### src/rtl/core/hlt_pkg.sv
// Shared constants, types and helpers for the Haar line transform.
// Used by the scale unit, the top level and the port checker.
`timescale 1ns / 1ps
`default_nettype none

package hlt_pkg;

	localparam int MAX_LINE   = 64;
	localparam int HALF_MAX   = MAX_LINE / 2;
	localparam int LEN_W      = 7;
	localparam int POS_W      = $clog2(MAX_LINE);
	localparam int IDX_W      = $clog2(HALF_MAX);
	localparam int DATA_W     = 32;
	localparam int CFG_IDX_W  = 2;
	localparam int CFG_DATA_W = LEN_W;

	// 1/sqrt2 in Q0.16
	localparam int COEF_W = 16;
	localparam logic [COEF_W-1:0] INV_SQRT2_Q16 = 16'd46341;

	localparam logic [CFG_IDX_W-1:0] CFG_LINE_LENGTH = 2'd0;
	localparam logic [CFG_IDX_W-1:0] CFG_DIRECTION   = 2'd1;

	localparam logic DIR_FORWARD = 1'b0;
	localparam logic DIR_INVERSE = 1'b1;

	typedef enum logic [2:0] {
		ST_IDLE,
		ST_RDLOW,
		ST_ISSUE,
		ST_WAIT,
		ST_PUSH,
		ST_DRAIN_RD,
		ST_DRAIN_PUSH
	} hlt_state_t;

	// request to the shared scale unit
	typedef struct packed {
		logic go;
		logic sub;
	} hlt_op_t;

	// even length, clamped to 2..MAX_LINE
	function automatic logic [LEN_W-1:0] eff_length(input logic [LEN_W-1:0] len_cfg);
		logic [LEN_W-1:0] len;
		len = {len_cfg[LEN_W-1:1], 1'b0};
		if (len < LEN_W'(2))
			len = LEN_W'(2);
		if (len > LEN_W'(MAX_LINE))
			len = LEN_W'(MAX_LINE);
		return len;
	endfunction

endpackage

`default_nettype wire

### src/rtl/core/haar_line_transform.sv
// One-level Haar line transform, forward or inverse; output stalls hold the work.
// Forward: an even sample is held; an odd sample gives the low out after two scale
// passes and a load; line end drains L/2 stored differences.
// Inverse: a first-half sample is stored; a second-half sample gives even out after the
// low read, a scale pass and a load, and odd out after a second pass and load.
// Reset (async, active low): length 64, forward, line position 0.
`timescale 1ns / 1ps
`default_nettype none

module haar_line_transform
	import hlt_pkg::*;
(
	input  wire logic                     clk,
	input  wire logic                     arst_n,
	input  wire logic                     cfg_write,
	input  wire logic [CFG_IDX_W-1:0]     cfg_index,
	input  wire logic [CFG_DATA_W-1:0]    cfg_data,
	input  wire logic                     in_valid,
	output logic                          in_stall,
	input  wire logic signed [DATA_W-1:0] sample,
	output logic                          out_valid,
	input  wire logic                     out_stall,
	output logic signed [DATA_W-1:0]      coefficient,
	output logic                          last_of_line
);

	hlt_state_t        state_q, state_d;
	logic [LEN_W-1:0]  line_length_q;
	logic              direction_q;
	logic [POS_W-1:0]  pos_q;
	logic              step_q;
	logic [IDX_W-1:0]  didx_q;
	logic [DATA_W-1:0] held_q, s_q, res_q;
	logic              out_valid_q, last_q;
	logic [DATA_W-1:0] coef_q;

	logic [LEN_W-1:0]  len;
	logic [POS_W-1:0]  half;
	logic [POS_W-1:0]  low_idx;
	logic              is_last, inv_first, drain_last;
	logic              accept, out_free, cfg_hit, fwd;

	hlt_op_t           op;
	logic [DATA_W-1:0] unit_result;
	logic              unit_done;

	logic              ram_we, ram_re;
	logic [IDX_W-1:0]  ram_waddr, ram_raddr;
	logic [DATA_W-1:0] ram_wdata, ram_rdata;

	logic              load_out, load_last;
	logic [DATA_W-1:0] load_data;

	assign len        = eff_length(line_length_q);
	assign half       = len[LEN_W-1:1];
	assign low_idx    = pos_q - half;
	assign is_last    = ({1'b0, pos_q} == (len - LEN_W'(1)));
	assign inv_first  = (pos_q < half);
	assign drain_last = ({1'b0, didx_q} == (half - POS_W'(1)));
	assign fwd        = (direction_q == DIR_FORWARD);

	assign in_stall = (state_q != ST_IDLE);
	assign accept   = in_valid && !in_stall;
	assign out_free = !out_valid_q || !out_stall;

	always_comb begin
		cfg_hit = 1'b0;
		if (cfg_write) begin
			unique case (cfg_index)
				CFG_LINE_LENGTH: cfg_hit = 1'b1;
				CFG_DIRECTION:   cfg_hit = 1'b1;
				default:         cfg_hit = 1'b0;
			endcase
		end
	end

	hlt_scale u_scale (
		.clk    (clk),
		.arst_n (arst_n),
		.op     (op),
		.a      (held_q),
		.b      (s_q),
		.result (unit_result),
		.done   (unit_done)
	);

	hlt_ram #(
		.WIDTH (DATA_W),
		.DEPTH (HALF_MAX)
	) u_store (
		.clk   (clk),
		.we    (ram_we),
		.waddr (ram_waddr),
		.wdata (ram_wdata),
		.re    (ram_re),
		.raddr (ram_raddr),
		.rdata (ram_rdata)
	);

	// next state
	always_comb begin
		state_d = state_q;
		unique case (state_q)
			ST_IDLE: begin
				if (accept) begin
					if (fwd && pos_q[0])
						state_d = ST_ISSUE;
					else if (!fwd && !inv_first)
						state_d = ST_RDLOW;
				end
			end
			ST_RDLOW: state_d = ST_ISSUE;
			ST_ISSUE: state_d = ST_WAIT;
			ST_WAIT: begin
				if (unit_done)
					state_d = (fwd && !step_q) ? ST_ISSUE : ST_PUSH;
			end
			ST_PUSH: begin
				if (out_free) begin
					if (!step_q)
						state_d = ST_ISSUE;
					else if (is_last && fwd)
						state_d = ST_DRAIN_RD;
					else
						state_d = ST_IDLE;
				end
			end
			ST_DRAIN_RD: state_d = ST_DRAIN_PUSH;
			ST_DRAIN_PUSH: begin
				if (out_free)
					state_d = drain_last ? ST_IDLE : ST_DRAIN_RD;
			end
			default: state_d = ST_IDLE;
		endcase
	end

	// datapath controls
	always_comb begin
		op.go     = 1'b0;
		op.sub    = fwd ? !step_q : step_q;
		ram_we    = 1'b0;
		ram_waddr = pos_q[IDX_W-1:0];
		ram_wdata = sample;
		ram_re    = 1'b0;
		ram_raddr = low_idx[IDX_W-1:0];
		load_out  = 1'b0;
		load_data = res_q;
		load_last = 1'b0;
		unique case (state_q)
			ST_IDLE: begin
				if (accept && !fwd) begin
					ram_we = inv_first;
					ram_re = !inv_first;
				end
			end
			ST_ISSUE: op.go = 1'b1;
			ST_WAIT: begin
				// forward difference goes to the store
				if (unit_done && fwd && !step_q) begin
					ram_we    = 1'b1;
					ram_waddr = pos_q[POS_W-1:1];
					ram_wdata = unit_result;
				end
			end
			ST_PUSH: begin
				load_out  = out_free;
				load_last = !fwd && step_q && is_last;
			end
			ST_DRAIN_RD: begin
				ram_re    = 1'b1;
				ram_raddr = didx_q;
			end
			ST_DRAIN_PUSH: begin
				load_out  = out_free;
				load_data = ram_rdata;
				load_last = drain_last;
			end
			default: ;
		endcase
	end

	always_ff @(posedge clk or negedge arst_n) begin
		if (!arst_n) begin
			state_q       <= ST_IDLE;
			line_length_q <= LEN_W'(MAX_LINE);
			direction_q   <= DIR_FORWARD;
			pos_q         <= '0;
			step_q        <= 1'b0;
			didx_q        <= '0;
			out_valid_q   <= 1'b0;
		end else begin
			state_q <= state_d;

			if (cfg_write && cfg_index == CFG_LINE_LENGTH)
				line_length_q <= cfg_data;
			if (cfg_write && cfg_index == CFG_DIRECTION)
				direction_q <= cfg_data[0];

			// restart the line on a write to the length or direction register
			if (cfg_hit)
				pos_q <= '0;
			else if (state_q == ST_IDLE && accept && (fwd ? !pos_q[0] : inv_first))
				pos_q <= pos_q + POS_W'(1);
			else if (state_q == ST_PUSH && out_free && step_q)
				pos_q <= is_last ? '0 : pos_q + POS_W'(1);

			if (state_q == ST_WAIT && unit_done && fwd && !step_q)
				step_q <= 1'b1;
			else if (state_q == ST_PUSH && out_free)
				step_q <= !step_q;

			if (state_q == ST_PUSH)
				didx_q <= '0;
			else if (state_q == ST_DRAIN_PUSH && out_free)
				didx_q <= didx_q + IDX_W'(1);

			if (load_out)
				out_valid_q <= 1'b1;
			else if (!out_stall)
				out_valid_q <= 1'b0;
		end
	end

	always_ff @(posedge clk) begin
		if (accept)
			s_q <= sample;
		if (state_q == ST_IDLE && accept && fwd && !pos_q[0])
			held_q <= sample;
		else if (state_q == ST_RDLOW)
			held_q <= ram_rdata;
		if (state_q == ST_WAIT && unit_done)
			res_q <= unit_result;
		if (load_out) begin
			coef_q <= load_data;
			last_q <= load_last;
		end
	end

	assign out_valid    = out_valid_q;
	assign coefficient  = coef_q;
	assign last_of_line = last_q;

endmodule

`default_nettype wire

### src/rtl/core/hlt_ram.sv
// Generic single-port-write, single-port-read RAM with registered read data.
// No dependencies.
`timescale 1ns / 1ps
`default_nettype none

module hlt_ram #(
	parameter int WIDTH = 32,
	parameter int DEPTH = 32
) (
	input  wire logic                     clk,
	input  wire logic                     we,
	input  wire logic [$clog2(DEPTH)-1:0] waddr,
	input  wire logic [WIDTH-1:0]         wdata,
	input  wire logic                     re,
	input  wire logic [$clog2(DEPTH)-1:0] raddr,
	output logic      [WIDTH-1:0]         rdata
);

	logic [WIDTH-1:0] mem_q [DEPTH];

	always_ff @(posedge clk) begin
		if (we)
			mem_q[waddr] <= wdata;
		if (re)
			rdata <= mem_q[raddr];
	end

endmodule

`default_nettype wire

### src/rtl/core/hlt_scale.sv
// Shared five-stage unit: (a +/- b) * 1/sqrt2, rounded half away from zero,
// saturated to 32 bits. Depends on hlt_pkg.
`timescale 1ns / 1ps
`default_nettype none

module hlt_scale
	import hlt_pkg::*;
(
	input  wire logic              clk,
	input  wire logic              arst_n,
	input  wire hlt_op_t           op,
	input  wire logic [DATA_W-1:0] a,
	input  wire logic [DATA_W-1:0] b,
	output logic      [DATA_W-1:0] result,
	output logic                   done
);

	localparam int SUM_W  = DATA_W + 1;
	localparam int PROD_W = SUM_W + COEF_W;
	localparam logic [PROD_W-1:0] ROUND_HALF = PROD_W'(1) << (COEF_W - 1);
	localparam logic [DATA_W-1:0] SAT_MAX = {1'b0, {(DATA_W-1){1'b1}}};
	localparam logic [DATA_W-1:0] SAT_MIN = {1'b1, {(DATA_W-1){1'b0}}};

	logic [SUM_W-1:0]  sum_s1;
	logic [SUM_W-1:0]  mag_s2;
	logic [PROD_W-1:0] prod_s3;
	logic [PROD_W-1:0] rounded;
	logic [SUM_W-1:0]  q_s4;
	logic [DATA_W-1:0] result_s5;
	logic              neg_s2, neg_s3, neg_s4;
	logic              valid_s1, valid_s2, valid_s3, valid_s4, valid_s5;

	assign rounded = prod_s3 + ROUND_HALF;

	always_ff @(posedge clk or negedge arst_n) begin
		if (!arst_n) begin
			valid_s1 <= 1'b0;
			valid_s2 <= 1'b0;
			valid_s3 <= 1'b0;
			valid_s4 <= 1'b0;
			valid_s5 <= 1'b0;
		end else begin
			valid_s1 <= op.go;
			valid_s2 <= valid_s1;
			valid_s3 <= valid_s2;
			valid_s4 <= valid_s3;
			valid_s5 <= valid_s4;
		end
	end

	always_ff @(posedge clk) begin
		// full-width sum or difference
		if (op.sub)
			sum_s1 <= {a[DATA_W-1], a} - {b[DATA_W-1], b};
		else
			sum_s1 <= {a[DATA_W-1], a} + {b[DATA_W-1], b};

		neg_s2 <= sum_s1[SUM_W-1];
		mag_s2 <= sum_s1[SUM_W-1] ? (~sum_s1 + SUM_W'(1)) : sum_s1;

		neg_s3  <= neg_s2;
		prod_s3 <= PROD_W'(mag_s2) * PROD_W'(INV_SQRT2_Q16);

		neg_s4 <= neg_s3;
		q_s4   <= rounded[PROD_W-1:COEF_W];

		// saturate and restore sign
		if (neg_s4) begin
			if (q_s4 > {1'b0, SAT_MIN})
				result_s5 <= SAT_MIN;
			else
				result_s5 <= ~q_s4[DATA_W-1:0] + DATA_W'(1);
		end else begin
			if (q_s4[SUM_W-1:DATA_W-1] != 2'b00)
				result_s5 <= SAT_MAX;
			else
				result_s5 <= q_s4[DATA_W-1:0];
		end
	end

	assign result = result_s5;
	assign done   = valid_s5;

endmodule

`default_nettype wire

### config.mk
export PLATFORM = sky130hd
export DESIGN_NAME = haar_line_transform
export DESIGN_NICKNAME = d
export VERILOG_FILES = /design/src/rtl/core/hlt_pkg.sv /design/src/rtl/core/haar_line_transform.sv /design/src/rtl/core/hlt_ram.sv /design/src/rtl/core/hlt_scale.sv
export SDC_FILE = /design/constraint.sdc
export NUM_CORES = 2
export LEC_CHECK = 0
export BUFFER_PORTS_ARGS = -buffer_cell sky130_fd_sc_hd__buf_2
export CAP_MARGIN = 25
export CORE_ASPECT_RATIO = 0.75
export CORE_UTILIZATION = 40
export DETAILED_ROUTE_END_ITERATION = 16
export SYNTH_ARGS = -nofsm -noshare
export SYNTH_HDL_FRONTEND = slang
export SYNTH_SLANG_ARGS = --single-unit
### constraint.sdc
create_clock -name clk -period 5.1 [get_ports clk]
set_input_delay 0.255 -clock clk [delete_from_list [all_inputs] [get_ports clk]]
set_output_delay 0.255 -clock clk [all_outputs]
set_load 0.005 [all_outputs]
==> summary.md <==
| Metric | Value |
|---|---|
| Met1 Use GR | slightly above 30% |
| Die height | 343.7 um |
| HP Class | in -> reg |
| Critical-path maximum fanout | 4 |
| Fmax | between 150 and 200 MHz |
| DR DRC count | 0 |
| Synth Area in XOR/XNOR | 2.827% |
| Final worst setup slack | -0.2618 ns |
| Max Clock Skew | roughly 0.050 ns |
| Post-synth top area share | between 50% and 60% |
| IO Port Bufs | 80 |
| Status | complete, but fails checks |
| Largest family of logic cells by synthesized area | multiplexers |
| Area delta synth->final | 19.43% |
| RePlAce Congestion | ~0.85 |
| TNS Setup | -1.930 ns |
| Max-cap violations | 0 |
| Final hold vios | 0 |
| Sink Count | 1381 |
| Synth top area cells | edfxtp_1, mux4_2, dfxtp_1 |
| CP Class | reg -> reg |
| Worst Path Required | 5.77 ns |
| RSZ-0062 raised after global routing | true |
| Maximum root-to-sink buffer count | 3 |
| Post-DP Area | approximately 68000 sq um |
| Sequence of cells on the critical path | buf_4, ha_4, xnor2_4, inv_2, ha_4, or2_4, fa_1, inv_1, fa_1, fa_1, fa_1, inv_2, ha_4, a311o_1, a21oi_4, o31ai_2, o2111a_2, o211ai_1, nand2_1, a21bo_2, a21oi_2, xnor2_1 |
| H-tree Lvls | 4 |
| Post-synth top area cell | edfxtp_1 |
| Syn nets | roughly 4300 |
| DRT Wirelength | ~160000 um |
| Cell count after synthesis | a little under 4000 |
| Vias in the first global route | roughly 35000 |
| Post-Synth Simple-Gate Area | under 10% |
| Via count | ~35000 |
| Routed len/inst | 25.12 um |
| 1st-pass router iterations | 6 |
| Die Wd | between 400 and 500 um |
| Avg Cell Area, Syn | around 16 sq um |
| Post-synth cell types | between 70 and 80 |
| Delay-heaviest family, CP | adder cells |
| M3 GR Usage | roughly 3.3% |
| Post-synthesis mux area share | 12.77% |
| HPWL after DPL | 103400 um |
| Total track usage | just over 20% |
| Antenna Violating Nets Remaining | 0 |
| Worst Setup End Kind | flop |
| Core area | between 150000 and 200000 sq um |
| Initial core utilization | roughly two fifths |
| Critical path startpoint category | flop |
| Synthesis-stage register bit count | roughly 1400 |
| Slowest cell delay on critical path | 0.51 ns |
| Async SR Flop Fraction | ~2% |
| Die Footprint | 157300 sq um |
| Layout cell share with drive strength beyond 1 | between 20% and 30% |
| Initial antenna violation count | 16 |
| Most common flop cell mapped by yosys | edfxtp_1 |
| IO Count | 81 |
| CTS tree | yes |
| Fraction of the mapped netlist area in adder cells | 9.065% |
| TritonCTS buffer count | between 100 and 150 |
| Arrival time worst endpoint | ~6 ns |
| Post-synth EDFFs | 1185 |
| Final setup fails | 13 |
| Most used routing layer | met2 |
| Crit-path most repeated cell | fa_1 |
| Largest net degree at the start of global routing | between 50 and 60 |
| Grt ovf | 0 |
| Clock Pin Slew Worst Setup and Hold Paths | 0.06 ns |
| Slew of the pin with the lowest slew margin | between 1 and 1.5 ns |
| Clock Latency Late Sink | around 0.79 ns |
| Max-slew violation count | 0 |
| WP buf/inv | 4 |
| Setup WS pre-CTS | -0.3448 ns |
| CP max-delay cell | fa_1 |
| Ys Warns | 0 |
| Global-route wire length before repair | around 240000 um |
| Clock tree root driver cell | clkbuf_16 |
| Fillcell total | between 10000 and 15000 |
| Via/cell ratio | approximately 5.4 |
| Minimum clock period | about 5.4 ns |
| Grt met2 use | between 30% and 40% |
| Period utilization | 105.1% |
| Row cnt | 124 |
| Compound-gate portion of the synthesized area | 4.478% |
| Worst rel slew slack | 27.10% |
| Seq/Total Area, Yosys | between 60% and 70% |
| DR iter-0 viols | around 3200 |
| Failing checks | negative setup slack |
| Final instance area | about 74000 sq um |
| # nets final | about 4700 |
| Post-Syn Area | slightly above 60000 sq um |
[worst register-to-register path: cells and delay by family (launching register included)]
family	cells	cell delay, ns
AOI/OAI and AO/OA	7	1.47
DFF	1	0.38
and+or+nand+nor	2	0.37
adders and majority gates	7	2.43
buffers and inverters	4	0.31
xor gates and xnor gates	2	0.29
[cell families (layout without fill, tap and decap cells)]
logic type                 count (synthesis)  in the layout
AOI/OAI and AO/OA                        431            431
buffers and inverters                    386            923
and+or+nand+nor                          645            645
xor gates and xnor gates                 201            201
other                                      0              4
adders and majority gates                378            378
muxes                                    458            458
DFF                                     1381           1381
[state kept, by name (all words and copies together), names as in the netlist, 33 cells and up]
signal / flops
u_scale.prod_s3: 34
u_scale.mag_s2: 33
u_store.mem_q: 1024
u_scale.sum_s1: 33
u_scale.q_s4: 33
[cell type report]
class	instances	area (sq um)	share of cell area [%]
tap	2016	2522	3.391
sequential	1381	39720	53.40
inverter	256	960.9	1.292
clock inverter	76	938.4	1.262
multi-input combinational	2113	22470	30.21
timing repair buffer	423	4174	5.612
clock buffer	168	3585	4.820
antenna	4	10.01	0.01346
[synthesized netlist by cell type (all sizes together), types with 15 or more instances]
master / n
a21o: 40
a21oi: 97
and2: 22
and3: 24
buf: 44
clkbuf: 86
dfrtp: 27
dfxtp: 168
edfxtp: 1185
fa: 122
ha: 256
inv: 256
mux2: 134
mux2i: 68
mux4: 256
nand2: 270
nand2b: 16
nand3: 36
nor2: 138
nor3: 34
o211ai: 41
o21a: 17
o21ai: 117
o311ai: 23
o31ai: 25
or2: 15
or3: 30
xnor2: 112
xor2: 89
[metrics by stage]
| step | hold WS (ns) | instances | util (%) |
|---|---|---|---|
| final | 0.05373 | 6437 | 48.47 |
| after global routing | 0.05541 | 6435 | 48.47 |
| after CTS | 0.007260 | 6408 | 47.91 |
| after detailed placement | 0.3121 | 6100 | 44.40 |
| after global placement | 0.3134 | 6085 | 44.20 |
| after floorplan | -0.04059 | 3880 | - |
[layout by cell type, fill, tap and decap left out, types with 16 or more instances in the layout]
cell,instances
nand2_1,261
mux2_2,133
dfrtp_1,27
buf_2,80
dlygate4sd3_1,52
o311ai_0,20
buf_4,211
mux2i_1,67
buf_16,16
clkbuf_1,27
o31ai_1,24
xnor2_1,107
nand3_1,32
bufinv_16,16
fa_1,113
nor3_1,33
mux4_2,256
o211ai_1,41
a21o_1,40
edfxtp_1,1185
buf_12,58
nor2_1,100
clkinv_1,24
a21oi_1,76
o21ai_0,110
o21a_1,17
and2_1,21
or3_1,26
nor2_4,36
ha_1,204
dfxtp_1,146
and3_1,24
xor2_1,85
clkbuf_16,137
dfxtp_4,17
clkinv_2,18
ha_4,39
inv_1,247
[path summary, 6_finish.rpt]
check | from | to | slack, ns | cells past startpoint
setup / recovery | u_scale.mag_s2[3]$_DFF_P_ | u_scale.prod_s3[41]$_DFF_P_ | -0.26 | 22
hold / removal | cfg_write | pos_q[4]$_DFFE_PN0P_ | 0.05 | 4
setup reg to reg | u_scale.mag_s2[3]$_DFF_P_ | u_scale.prod_s3[41]$_DFF_P_ | -0.26 | 22
hold reg to reg | u_scale.neg_s2$_DFF_P_ | u_scale.neg_s3$_DFF_P_ | 0.33 | 0
max in group asynchronous | arst_n | u_scale.valid_s3$_DFF_PN0_ | 4.52 | 2
min in group asynchronous | arst_n | line_length_q[1]$_DFFE_PN0P_ | 0.11 | 2
[repair_timing]
| item | in CTS | in global routing |
|---|---|---|
| endpoints found under the hold margin | 104 | 0 |
| endpoints found under the setup margin | 22 | 28 |
| cloned | 0 | 0 |
| pin swaps | 90 | 87 |
| resized for setup | 58 | 73 |
| hold buffers | 52 | 0 |
| setup buffers | 12 | 8 |
[layer usage]
layer | vias up | part of all wire, % | wire length, um
li1 | 15600 | - | -
met1 | 18120 | 46 | 74740
met2 | 1110 | 46 | 73590
met3 | 207 | 6.1 | 9786
met4 | 2 | 2.2 | 3538
met5 | - | 0.0080 | 13
Power is left out: the tool's default activity adds up to more than one toggle a clock period on the data nets, which glitch-free logic cannot reach.
